### src/rtl/ale_pkg.sv
// ale_pkg: shared constants, codes and structs of the array list engine
`timescale 1ns / 1ps

package ale_pkg;

  localparam int unsigned DEPTH  = 16;
  localparam int unsigned IDX_W  = $clog2(DEPTH);
  localparam int unsigned LEN_W  = $clog2(DEPTH + 1);
  localparam int unsigned POS_W  = 5;
  localparam int unsigned VAL_W  = 32;
  localparam int unsigned FIDX_W = 4;
  localparam int unsigned LL_W   = 5;
  localparam int unsigned CMP_W  = (LEN_W > POS_W) ? LEN_W : POS_W;

  typedef enum logic [2:0] {
    REQ_APPEND  = 3'd0,
    REQ_DELETE  = 3'd1,
    REQ_SEARCH  = 3'd2,
    REQ_INSERT  = 3'd3,
    REQ_DISPLAY = 3'd4
  } req_e;

  typedef enum logic [2:0] {
    ST_OK       = 3'd0,
    ST_BADPOS   = 3'd1,
    ST_FULL     = 3'd2,
    ST_NOTFOUND = 3'd3,
    ST_EMPTY    = 3'd4
  } status_e;

  typedef struct packed {
    logic [2:0]              req_type;
    logic [POS_W-1:0]        position;
    logic signed [VAL_W-1:0] item_value;
    logic                    start_new;
  } req_t;

  typedef struct packed {
    status_e                 status;
    logic [FIDX_W-1:0]       found_index;
    logic signed [VAL_W-1:0] element;
    logic [LL_W-1:0]         list_length;
    logic                    last;
  } res_t;

  typedef struct packed {
    logic             we;
    logic [IDX_W-1:0] waddr;
    logic [VAL_W-1:0] wdata;
    logic             re;
    logic [IDX_W-1:0] raddr;
  } mem_req_t;

endpackage

### src/rtl/ale_mem.sv
// ale_mem: element store, one write port and one registered read port
`timescale 1ns / 1ps

module ale_mem (
  input  logic                      clk_i,
  input  ale_pkg::mem_req_t         mem_req_i,
  output logic [ale_pkg::VAL_W-1:0] rd_data_o
);
  import ale_pkg::*;

  logic [VAL_W-1:0] mem_q [DEPTH];
  logic [VAL_W-1:0] rd_q;

  always_ff @(posedge clk_i) begin
    if (mem_req_i.we) begin
      mem_q[mem_req_i.waddr] <= mem_req_i.wdata;
    end
    if (mem_req_i.re) begin
      rd_q <= mem_q[mem_req_i.raddr];
    end
  end

  assign rd_data_o = rd_q;

endmodule

### src/rtl/ale_seq.sv
// ale_seq: request sequencer driving the element store, with the search comparator
`timescale 1ns / 1ps

module ale_seq (
  input  logic                      clk_i,
  input  logic                      rst_ni,
  input  logic                      in_valid_i,
  output logic                      in_ready_o,
  input  ale_pkg::req_t             in_req_i,
  output logic                      res_valid_o,
  input  logic                      res_ready_i,
  output ale_pkg::res_t             res_o,
  output ale_pkg::mem_req_t         mem_req_o,
  input  logic [ale_pkg::VAL_W-1:0] rd_data_i
);
  import ale_pkg::*;

  typedef enum logic [7:0] {
    S_IDLE     = 8'b0000_0001,
    S_SHIFT_RD = 8'b0000_0010,
    S_SHIFT_WR = 8'b0000_0100,
    S_SRCH_RD  = 8'b0000_1000,
    S_SRCH_CMP = 8'b0001_0000,
    S_DISP_RD  = 8'b0010_0000,
    S_DISP_OUT = 8'b0100_0000,
    S_RESULT   = 8'b1000_0000
  } state_e;

  state_e           state_q, state_d;
  logic [LEN_W-1:0] len_q, len_d;
  logic [LEN_W-1:0] idx_q, idx_d;
  logic [LEN_W-1:0] pos_q, pos_d;
  logic [VAL_W-1:0] val_q, val_d;
  logic             ins_q, ins_d;
  status_e          st_q, st_d;
  logic [LEN_W-1:0] base_len;
  logic [LEN_W-1:0] idx_inc;
  logic [LEN_W-1:0] idx_dec;
  logic             disp_last;

  assign idx_inc   = idx_q + LEN_W'(1);
  assign idx_dec   = idx_q - LEN_W'(1);
  assign base_len  = in_req_i.start_new ? '0 : len_q;
  assign disp_last = (idx_inc == len_q);

  always_comb begin
    state_d          = state_q;
    len_d            = len_q;
    idx_d            = idx_q;
    pos_d            = pos_q;
    val_d            = val_q;
    ins_d            = ins_q;
    st_d             = st_q;
    mem_req_o        = '0;
    mem_req_o.wdata  = val_q;
    case (state_q)
      S_IDLE: begin
        if (in_valid_i) begin
          val_d = in_req_i.item_value;
          idx_d = '0;
          pos_d = LEN_W'(CMP_W'(in_req_i.position));
          case (in_req_i.req_type)
            REQ_APPEND: begin
              state_d = S_RESULT;
              if (CMP_W'(base_len) >= CMP_W'(DEPTH)) begin
                st_d = ST_FULL;
              end else begin
                mem_req_o.we    = 1'b1;
                mem_req_o.waddr = IDX_W'(base_len);
                mem_req_o.wdata = in_req_i.item_value;
                len_d           = base_len + LEN_W'(1);
                st_d            = ST_OK;
              end
            end
            REQ_DELETE: begin
              if (CMP_W'(in_req_i.position) >= CMP_W'(len_q)) begin
                st_d    = ST_BADPOS;
                state_d = S_RESULT;
              end else begin
                idx_d   = LEN_W'(CMP_W'(in_req_i.position));
                ins_d   = 1'b0;
                state_d = S_SHIFT_RD;
              end
            end
            REQ_INSERT: begin
              if (CMP_W'(in_req_i.position) > CMP_W'(len_q)) begin
                st_d    = ST_BADPOS;
                state_d = S_RESULT;
              end else if (CMP_W'(len_q) >= CMP_W'(DEPTH)) begin
                st_d    = ST_FULL;
                state_d = S_RESULT;
              end else begin
                idx_d   = len_q;
                ins_d   = 1'b1;
                state_d = S_SHIFT_RD;
              end
            end
            REQ_SEARCH: begin
              state_d = S_SRCH_RD;
            end
            REQ_DISPLAY: begin
              if (len_q == '0) begin
                st_d    = ST_EMPTY;
                state_d = S_RESULT;
              end else begin
                state_d = S_DISP_RD;
              end
            end
            default: begin
              st_d    = ST_OK;
              state_d = S_RESULT;
            end
          endcase
        end
      end
      S_SHIFT_RD: begin
        if (ins_q) begin
          if (idx_q > pos_q) begin
            mem_req_o.re    = 1'b1;
            mem_req_o.raddr = IDX_W'(idx_dec);
            state_d         = S_SHIFT_WR;
          end else begin
            mem_req_o.we    = 1'b1;
            mem_req_o.waddr = IDX_W'(pos_q);
            len_d           = len_q + LEN_W'(1);
            idx_d           = '0;
            st_d            = ST_OK;
            state_d         = S_RESULT;
          end
        end else begin
          if (idx_inc < len_q) begin
            mem_req_o.re    = 1'b1;
            mem_req_o.raddr = IDX_W'(idx_inc);
            state_d         = S_SHIFT_WR;
          end else begin
            len_d   = len_q - LEN_W'(1);
            idx_d   = '0;
            st_d    = ST_OK;
            state_d = S_RESULT;
          end
        end
      end
      S_SHIFT_WR: begin
        mem_req_o.we    = 1'b1;
        mem_req_o.waddr = IDX_W'(idx_q);
        mem_req_o.wdata = rd_data_i;
        idx_d           = ins_q ? idx_dec : idx_inc;
        state_d         = S_SHIFT_RD;
      end
      S_SRCH_RD: begin
        if (idx_q < len_q) begin
          mem_req_o.re    = 1'b1;
          mem_req_o.raddr = IDX_W'(idx_q);
          state_d         = S_SRCH_CMP;
        end else begin
          idx_d   = '0;
          st_d    = ST_NOTFOUND;
          state_d = S_RESULT;
        end
      end
      S_SRCH_CMP: begin
        if (rd_data_i == val_q) begin
          st_d    = ST_OK;
          state_d = S_RESULT;
        end else begin
          idx_d   = idx_inc;
          state_d = S_SRCH_RD;
        end
      end
      S_DISP_RD: begin
        mem_req_o.re    = 1'b1;
        mem_req_o.raddr = IDX_W'(idx_q);
        state_d         = S_DISP_OUT;
      end
      S_DISP_OUT: begin
        if (res_ready_i) begin
          if (disp_last) begin
            state_d = S_IDLE;
          end else begin
            idx_d   = idx_inc;
            state_d = S_DISP_RD;
          end
        end
      end
      S_RESULT: begin
        if (res_ready_i) begin
          state_d = S_IDLE;
        end
      end
      default: begin
        state_d = S_IDLE;
      end
    endcase
  end

  assign in_ready_o  = (state_q == S_IDLE);
  assign res_valid_o = (state_q == S_RESULT) || (state_q == S_DISP_OUT);

  always_comb begin
    res_o.list_length = LL_W'(len_q);
    res_o.found_index = FIDX_W'(idx_q);
    if (state_q == S_DISP_OUT) begin
      res_o.status  = ST_OK;
      res_o.element = rd_data_i;
      res_o.last    = disp_last;
    end else begin
      res_o.status  = st_q;
      res_o.element = '0;
      res_o.last    = 1'b1;
    end
  end

  always_ff @(posedge clk_i or negedge rst_ni) begin
    if (!rst_ni) begin
      state_q <= S_IDLE;
      len_q   <= '0;
      idx_q   <= '0;
      ins_q   <= 1'b0;
      st_q    <= ST_OK;
    end else begin
      state_q <= state_d;
      len_q   <= len_d;
      idx_q   <= idx_d;
      ins_q   <= ins_d;
      st_q    <= st_d;
    end
  end

  always_ff @(posedge clk_i) begin
    pos_q <= pos_d;
    val_q <= val_d;
  end

  // length stays within capacity
  a_len_bound: assert property (@(posedge clk_i) disable iff (!rst_ni)
    CMP_W'(len_q) <= CMP_W'(DEPTH))
    else $error("list length beyond capacity");

  // a taken single result always frees the engine
  a_result_done: assert property (@(posedge clk_i) disable iff (!rst_ni)
    (state_q == S_RESULT && res_ready_i) |=> (state_q == S_IDLE))
    else $error("engine not idle after result");

  // length moves by one, or restarts at one on a fresh append
  a_len_step: assert property (@(posedge clk_i) disable iff (!rst_ni)
    (len_q != $past(len_q)) |->
      (len_q == $past(len_q) + LEN_W'(1) || len_q == $past(len_q) - LEN_W'(1) ||
       len_q == LEN_W'(1)))
    else $error("length jumped");

  // store is only written while shifting or on an accepted word
  a_write_ctx: assert property (@(posedge clk_i) disable iff (!rst_ni)
    mem_req_o.we |-> (state_q == S_SHIFT_WR || state_q == S_SHIFT_RD ||
                      (state_q == S_IDLE && in_valid_i)))
    else $error("unexpected store write");

endmodule

### src/rtl/array_list_engine.sv
// array_list_engine: top level with stream ports and the result register
`timescale 1ns / 1ps

// Bounded ordered list of up to 16 signed 32-bit elements. Each input word is
// one request (append, delete, search, insert, display) and gives one result
// word, or one word per element for display of a non-empty list, the final one
// with tlast. The list lives in a store with one write port and a registered
// read port, and one comparator serves search. Every stored element that is
// moved passes through S_SHIFT_RD and S_SHIFT_WR, and every one that is checked
// through S_SRCH_RD and S_SRCH_CMP. Output stalls can hold the engine in its
// result states. s_axis_tready is low while a request is in work; a finished
// word waits in the output register while the next request is taken.

module array_list_engine (
  input  logic        clk_i,
  input  logic        rst_ni,
  input  logic        s_axis_tvalid,
  output logic        s_axis_tready,
  input  logic [39:0] s_axis_tdata,   // position[4:0], item_value[36:5], start_new[37]
  input  logic [2:0]  s_axis_tuser,   // req_type[2:0]
  output logic        m_axis_tvalid,
  input  logic        m_axis_tready,
  output logic [47:0] m_axis_tdata,   // found_index[3:0], element[35:4], list_length[40:36]
  output logic [2:0]  m_axis_tuser,   // status[2:0]
  output logic        m_axis_tlast
);
  import ale_pkg::*;

  req_t     in_req;
  res_t     res;
  logic     res_valid;
  logic     res_ready;
  mem_req_t mem_req;
  logic [VAL_W-1:0] rd_data;
  logic     out_valid_q;
  res_t     out_q;

  assign in_req.req_type   = s_axis_tuser;
  assign in_req.position   = s_axis_tdata[4:0];
  assign in_req.item_value = s_axis_tdata[36:5];
  assign in_req.start_new  = s_axis_tdata[37];

  assign res_ready = !out_valid_q || m_axis_tready;

  ale_seq u_seq (
    .clk_i       (clk_i),
    .rst_ni      (rst_ni),
    .in_valid_i  (s_axis_tvalid),
    .in_ready_o  (s_axis_tready),
    .in_req_i    (in_req),
    .res_valid_o (res_valid),
    .res_ready_i (res_ready),
    .res_o       (res),
    .mem_req_o   (mem_req),
    .rd_data_i   (rd_data)
  );

  ale_mem u_mem (
    .clk_i     (clk_i),
    .mem_req_i (mem_req),
    .rd_data_o (rd_data)
  );

  always_ff @(posedge clk_i or negedge rst_ni) begin
    if (!rst_ni) begin
      out_valid_q <= 1'b0;
    end else if (res_ready) begin
      out_valid_q <= res_valid;
    end
  end

  always_ff @(posedge clk_i) begin
    if (res_ready && res_valid) begin
      out_q <= res;
    end
  end

  assign m_axis_tvalid = out_valid_q;
  assign m_axis_tdata  = {7'b0, out_q.list_length, out_q.element, out_q.found_index};
  assign m_axis_tuser  = out_q.status;
  assign m_axis_tlast  = out_q.last;

endmodule
### config.mk
export PLATFORM = sky130hd
export DESIGN_NAME = array_list_engine
export DESIGN_NICKNAME = d
export VERILOG_FILES = /design/src/rtl/ale_pkg.sv /design/src/rtl/ale_mem.sv /design/src/rtl/ale_seq.sv /design/src/rtl/array_list_engine.sv
export SDC_FILE = /design/constraint.sdc
export NUM_CORES = 1
export LEC_CHECK = 0
export BUFFER_PORTS_ARGS = -buffer_cell sky130_fd_sc_hd__buf_2
export CAP_MARGIN = 20
export CORE_MARGIN = 2
export CORE_UTILIZATION = 60
export CTS_BUF_LIST = sky130_fd_sc_hd__clkbuf_8
export CTS_CLUSTER_DIAMETER = 100
export DETAILED_ROUTE_END_ITERATION = 7
export PLACE_DENSITY = 0.78
export REMOVE_ABC_BUFFERS = 1
export SLEW_MARGIN = 10
export SYNTH_ARGS = -nofsm -noshare
export SYNTH_HDL_FRONTEND = slang
export SYNTH_HIERARCHICAL = 1
export SYNTH_SLANG_ARGS = --single-unit
export TNS_END_PERCENT = 100
### constraint.sdc
create_clock -name clk_i -period 6.7 [get_ports clk_i]
set_clock_uncertainty 0.1 [all_clocks]
set_input_delay 1.005 -clock clk_i [delete_from_list [all_inputs] [get_ports clk_i]]
set_output_delay 1.005 -clock clk_i [all_outputs]
set_load 0.01 [all_outputs]
==> summary.txt, run 1 <==
Outcome
  – Status: finished clean

STA
  – Slew Limit Fails: 0
  – RSZ-0062 raised after global routing: no
  – Fin worst setup slack: 1.39 ns
  – Slew headroom: 25.5%
  – Hold Slack: 0.234 ns
  – Final period util: 79.3%
  – Final setup fails: 0
  – Hold Fails Final Rpt: 0
  – Final min period: 5.31 ns
  – Fmax: 188 MHz
  – Worst-Margin Slew: 1.12 ns

Clocking
  – Root buf cell: clkbuf_8
  – Hold buffer count at cts: 0
  – Cts repair resizes: 0
  – Worst skew pair latency: 0.69 ns
  – Clock Path Buffers: 3
  – CTS sink cnt: 649
  – H-Tree Depth: 3
  – CTS tree: done
  – Total CTS buffers: 99
  – Clk slew on worst S/H paths: 0.06 ns
  – Setup bufs post-CTS: 0

Global route
  – Grt ovf: 0
  – Vias in the first global route: 14200
  – GRT Util Overall: 28.0%
  – Largest net degree at the start of global routing: 113
  – First-pass GRT wire length: 89.3 mm
  – Initial antenna violation count: 1

Yosys
  – Cell variety after synth: 64
  – Syn Area/Cell: 18.6 µm²
  – Number of synthesized flops with an enable pin: 626
  – Register area share after synthesis: 73.8%
  – Synth Instances: 1411
  – Synth async-reset ratio: 3.54%
  – YS warnings: 6
  – Post-Syn Area: 26300 µm²
  – #FFs+latches synth: 649
  – Dominant synthesized flop cell: edfxtp_1

Finish
  – Area of the multi-input gates: 6600 µm²
  – Antenna cells: 0
  – Nets: 1638
  – Synth-to-Final Area Change: 11.6%
  – Layout cell share with drive strength beyond 1: 25.5%
  – # fillers: 2755
  – Sequential Area: 19400 µm²
  – Non-filler cells, final: 2225

Job
  – Max-cap violations: 0

Place
  – Place WS: 1.36 ns
  – Routability congestion estimate from global placement: 0.866
  – Port buffer count: 91
  – Placed instance count: 2048
  – Placed wire-length estimate: 33.7 mm

Routing
  – Drt total wl: 61.4 mm
  – ANT nets after route: 0
  – Pre-antenna DRT Iters: 8
  – Initial detailed-routing violation count: 1981
  – DRC Markers: 0
  – DR WL/cell: 27.6 µm
  – Vias: 14300
  – Vias per cell: 6.45

Floorplan
  – Core ar.: 43200 µm²
  – Die Ht: 213 µm
  – Die width: 213 µm
  – I/O Pins: 101
  – Rows: 76
  – Die ar.: 45400 µm²
  – Starting Density: 60.8%

Worst setup path
  – FF-to-FF Start: u_seq/idx_q[1]
  – Reg-to-reg endpoint: u_mem/rd_data_o[4]
  – R2R depth: 15
  – Worst EP arrival: 5.63 ns
  – Critical path class: reg2reg
  – Worst Setup SP: u_seq/idx_q[1]
  – Critical Path Source Type: flip-flop
  – Worst setup path end: u_mem/rd_data_o[4]
  – Worst R2R Setup Slack: 1.39 ns
  – Data required, critical path: 7.02 ns
  – CP max FO: 112
  – Critical Path End Type: flip-flop

Min path
  – Min-Delay Path Class: in2async

Power
  – Maximum vdd drop: 203 µV
  – Power per standard cell area: 311 nW/µm²
  – Lkg Pwr: 9.84 nW
metrics by stage:
| stage | power (mW) | setup TNS, ns | cell area, µm² | utilization (%) |
|---|---|---|---|---|
| after floorplan | 5.83 | -257.40 | 25900 | - |
| after global placement | 6.21 | 0 | 27500 | 63.8 |
| after detailed placement | 6.27 | 0 | 27500 | 63.8 |
| after CTS | 9.16 | 0 | 29300 | 67.9 |
| after global routing | 9.48 | 0 | 29300 | 67.9 |
| final | 9.13 | 0 | 29300 | 67.9 |
layout make-up:
| cell class | count | share of cell area (%) |
|---|---|---|
| multi-input cells | 667 | 22.5 |
| well taps | 585 | 2.50 |
| clock inverters | 71 | 1.08 |
| inverters | 25 | 0.320 |
| repair buffers | 122 | 2.48 |
| clock buffers | 106 | 4.98 |
| flip-flops and latches | 649 | 66.1 |
power by group:
group          switching (mW)  internal (mW)  total, mW
sequential              0.159           4.90       5.06
combinational           0.794          0.353       1.15
clock                    1.46           1.46       2.92
total                    2.41           6.71       9.13
layer usage:
metal	track usage, %	vias to the layer above	routed length [µm]
li1	-	6003	-
met1	39.1	7259	23000
met2	42.7	937	28900
met3	7.52	145	7350
met4	11.1	0	2160
met5	0	-	0
synthesized netlist by cell type, drive strengths merged, types with 11 or more instances:
cell type  count  area, µm²
nand2b        11       76.3
mux4         128       2880
nand2        119        447
nor3          11       77.6
edfxtp       626      18800
inv           25       93.8
buf           42        245
nand3         15       75.1
a22oi         98        736
dfrtp         22        551
clkbuf        34        128
nand4         14       87.6
xnor2         37        324
a21oi         17       85.1
ha            26        325
and2          37        236
nor2          43        164
registers in the layout, indices dropped and copies added, names as in the netlist:
register / count
u_mem/mem_q: 512
m_axis_tdata: 41
u_mem/rd_data_o: 32
u_seq/val_q: 32
u_seq/state_q: 8
u_seq/idx_q: 5
u_seq/len_q: 5
u_seq/pos_q: 5
m_axis_tuser: 3
u_seq/st_q: 3
m_axis_tlast: 1
m_axis_tvalid: 1
u_seq/ins_q: 1
cells by family (layout without fill, tap and decap cells):
group,count (synthesis),after routing,synth area share [%]
DFF,649,649,73.8
and+or+nand+nor,282,282,5.44
AOI/OAI and AO/OA,168,168,4.75
muxes,140,140,11.5
buffers and inverters,101,324,1.78
xor gates and xnor gates,43,43,1.43
adders and majority gates,27,27,1.32
other,1,7,0.0143
worst min path at each step:
stage | depth (start not counted) | start | to | slack (ns)
finish | 1 | rst_ni | u_seq/len_q[0] | 0.23
global route | 1 | rst_ni | u_seq/len_q[4] | 0.24
CTS | 1 | rst_ni | m_axis_tvalid | 0.22
detailed placement | 1 | u_seq/st_q[0] | u_seq/st_q[0] | 0.39
global placement | 1 | u_seq/st_q[0] | u_seq/st_q[0] | 0.38
floorplan | 1 | u_seq/st_q[2] | u_seq/st_q[2] | 0.37
critical path, stage by stage, from the launching register on:
cell and delay (ns):
dfrtp_1 0.60, ha_1 0.31, nand3_1 0.15, xnor2_1 0.22
ha_1 0.28, nand4_1 0.15, nor2_1 0.08, a2111oi_2 0.47
a21oi_1 0.08, nor2_1 0.52, nor2_1 0.15, a21oi_4 0.19
buf_12 0.61, mux4_2 0.62, a22oi_1 0.25, nand2_1 0.09
cells in the final DEF, fill, tap and decap left out, types with 3 or more instances in the layout:
cell type    n
mux2_2       6
inv_1       59
nor2_4      14
nor2_1      28
and2_1      33
clkinv_1    25
nand3_1     15
o22ai_1      4
buf_2       91
o21ai_0     10
a221o_1      5
mux2i_1      6
nor3_2       4
clkinv_2     6
buf_4       28
nor3_1       5
a22oi_1     98
clkbuf_8   106
buf_12       3
dfrtp_1     22
xnor2_1     37
nand4_1     14
a222oi_1     4
a22o_1       4
a21o_1       5
nor4_1       5
nand2_1    119
edfxtp_1   626
ha_1        26
xor2_1       6
nor2b_1      6
or2_2        3
o211ai_1     3
conb_1       7
mux4_2     128
nand2b_1    10
a21oi_1     16
(Power assumes the default switching activity.)
==> inputs of run 2 (changes only) <==
Clock period 6.7 ns to 5 ns, I/O delays scaled along.
==> summary.txt, run 2 (synthesis results as in run 1) <==
Global route
  – Vias in the first global route: 14500
  – Met2 Use GR: 45.5%
  – Met3 GRT Util: 5.54%
  – Largest net degree at the start of global routing: 46
  – First-pass GRT wire length: 90.7 mm
  – Gr busiest metal: met2
  – GRT Util Overall: 28.2%
  – Grt met1 use: 38.5%
  – Grt ovf: 0
  – Initial antenna violation count: 0

Worst setup path
  – Critical Path Source Type: flip-flop
  – Critical path class: reg2reg
  – Worst EP arrival: 5.07 ns
  – Critical Path End Type: flip-flop
  – Worst R2R Setup Slack: 0.25 ns
  – R2R depth: 16
  – Reg-to-reg endpoint: u_mem/rd_data_o[10]
  – Data required, critical path: 5.32 ns
  – FF-to-FF Start: u_seq/idx_q[0]
  – CP max FO: 16

Place
  – Routability congestion estimate from global placement: 0.935
  – Place WS: 0.426 ns
  – Placed wire-length estimate: 35.0 mm
  – Port buffer count: 91

Min path
  – Min-Delay Path Class: in2reg
  – Hold EP: u_seq/val_q[25]
  – Hold Startpoint: s_axis_tdata[30]
  – Hold Crit Depth: 1

Routing
  – ANT nets after route: 0
  – Initial detailed-routing violation count: 2139
  – Vias: 14400
  – Pre-antenna DRT Iters: 5
  – Vias per cell: 6.38
  – DRC Markers: 0
  – Drt total wl: 61.7 mm
  – DR WL/cell: 27.4 µm

Clocking
  – Root buf cell: clkbuf_8
  – Clk slew on worst S/H paths: 0.07 ns
  – Worst skew pair latency: 0.69 ns
  – CTS tree: done
  – CTS sink cnt: 649
  – Setup bufs post-CTS: 0
  – Total CTS buffers: 101
  – Clock Path Buffers: 3
  – H-Tree Depth: 3

Power
  – Switching share of power: 26.5%
  – Int Pwr: 9.09 mW
  – Comb power frac: 12.9%
  – Maximum vdd drop: 290 µV
  – Sequential share of power: 54.6%
  – Lkg Pwr: 10.0 nW
  – Power per standard cell area: 417 nW/µm²
  – Clock share of power: 32.5%
  – Switching pwr: 3.28 mW

STA
  – RSZ-0062 raised after global routing: no
  – Final period util: 95.0%
  – Setup TNS Final: 0 ns
  – Fmax: 211 MHz
  – Slew Limit Fails: 0
  – Fin worst setup slack: 0.251 ns
  – Slew headroom: 32.2%
  – Final min period: 4.75 ns
  – Hold Fails Final Rpt: 0
  – Worst-Margin Slew: 1.02 ns
  – Final setup fails: 0

Floorplan
  – Die width: 213 µm
  – Starting Density: 60.8%
  – Die ar.: 45400 µm²
  – Rows: 76
  – Die Ht: 213 µm
  – I/O Pins: 101
  – Core ar.: 43200 µm²

Finish
  – Synth-to-Final Area Change: 13.0%
  – Commonest cells after routing, fill and taps aside: edfxtp_1, mux4_2, nand2_1
  – Nets: 1662
  – Most common cell after layout, fill and taps aside: edfxtp_1
  – Max reg flops: 512
  – Fin util: 68.7%
  – Top reg by flops: u_mem/mem_q
  – Layout cell share with drive strength beyond 1: 26.7%

Outcome
  – Status: finished clean

Job
  – Max-cap violations: 0
run 2: cell types whose count changed in the layout (fill, tap and decap cells not counted), moves of 2 or more:
| cell | before | now |
|---|---|---|
| buf_4 | 28 | 37 |
| clkinvlp_4 | 1 | 3 |
| clkinv_2 | 6 | 14 |
| bufinv_16 | 0 | 2 |
| clkbuf_8 | 106 | 104 |
| buf_12 | 3 | 15 |
| clkinv_1 | 25 | 23 |
run 2: cell type report:
cell class / count / area, µm²
timing repair buffer: 144 / 1040
clock buffer: 104 / 1430
inverter: 25 / 93.8
fill: 2684 / 13500
clock inverter: 79 / 383
multi-input combinational: 667 / 6600
antenna: 1 / 2.50
tap: 585 / 732
sequential: 649 / 19400
run 2: what timing repair did:
action,CTS,global route
endpoints found under the hold margin,22,0
gates resized for setup,0,0
hold buffers,1,0
run 2: how the worst max path moves through the flow:
stage,startpoint,end,slack [ns],cells past startpoint
after floorplan,u_seq/idx_q[1],u_mem/rd_data_o[0],-9.74,14
after global placement,u_seq/idx_q[0],u_mem/rd_data_o[6],0.49,16
final,u_seq/idx_q[0],u_mem/rd_data_o[10],0.25,16
after detailed placement,u_seq/idx_q[0],u_mem/rd_data_o[4],0.43,16
after CTS,u_seq/idx_q[0],u_mem/rd_data_o[10],0.33,16
after global routing,u_seq/idx_q[0],u_mem/rd_data_o[10],0.05,16
run 2: routing by layer:
layer,wire (µm),part of all wire (%),vias to the layer above
li1,-,-,6059
met1,22800,37,7272
met2,30500,49,933
met3,6680,11,126
met4,1730,2.8,0
met5,0,0,-
run 2: metrics by stage:
step	power, mW	std cells	hold slack [ns]	instance area (µm²)
6_report	12.4	2254	0.161	29700
5_1_grt	12.8	2253	0.143	29700
4_1_cts	12.4	2253	0.108	29700
3_5_place_dp	8.42	2069	0.385	27800
3_3_place_gp	8.35	2069	0.383	27800
2_1_floorplan	7.82	1341	0.354	25900
run 2: power groups by stage:
stage / sequential [mW] / clock, mW / combinational [mW]
finish: 6.75 / 4.02 / 1.59
detailed placement: 6.85 / 0 / 1.57
global placement: 6.84 / 0 / 1.51
floorplan: 6.84 / 0 / 0.974
global route: 6.77 / 4.31 / 1.74
CTS: 6.74 / 4.09 / 1.58
run 2: critical path, stage by stage, from the launching register on:
cell and delay, ns:
dfrtp_1 0.55, ha_1 0.32, nand3_1 0.15, xnor2_1 0.16, ha_1 0.31, nand4_1 0.16
nor2_1 0.08, a2111oi_2 0.58, a21oi_1 0.13, nor2_1 0.17, nor2_1 0.09, a21oi_4 0.21
buf_12 0.22, buf_4 0.34, mux4_2 0.56, a22oi_1 0.24, nand2_1 0.11
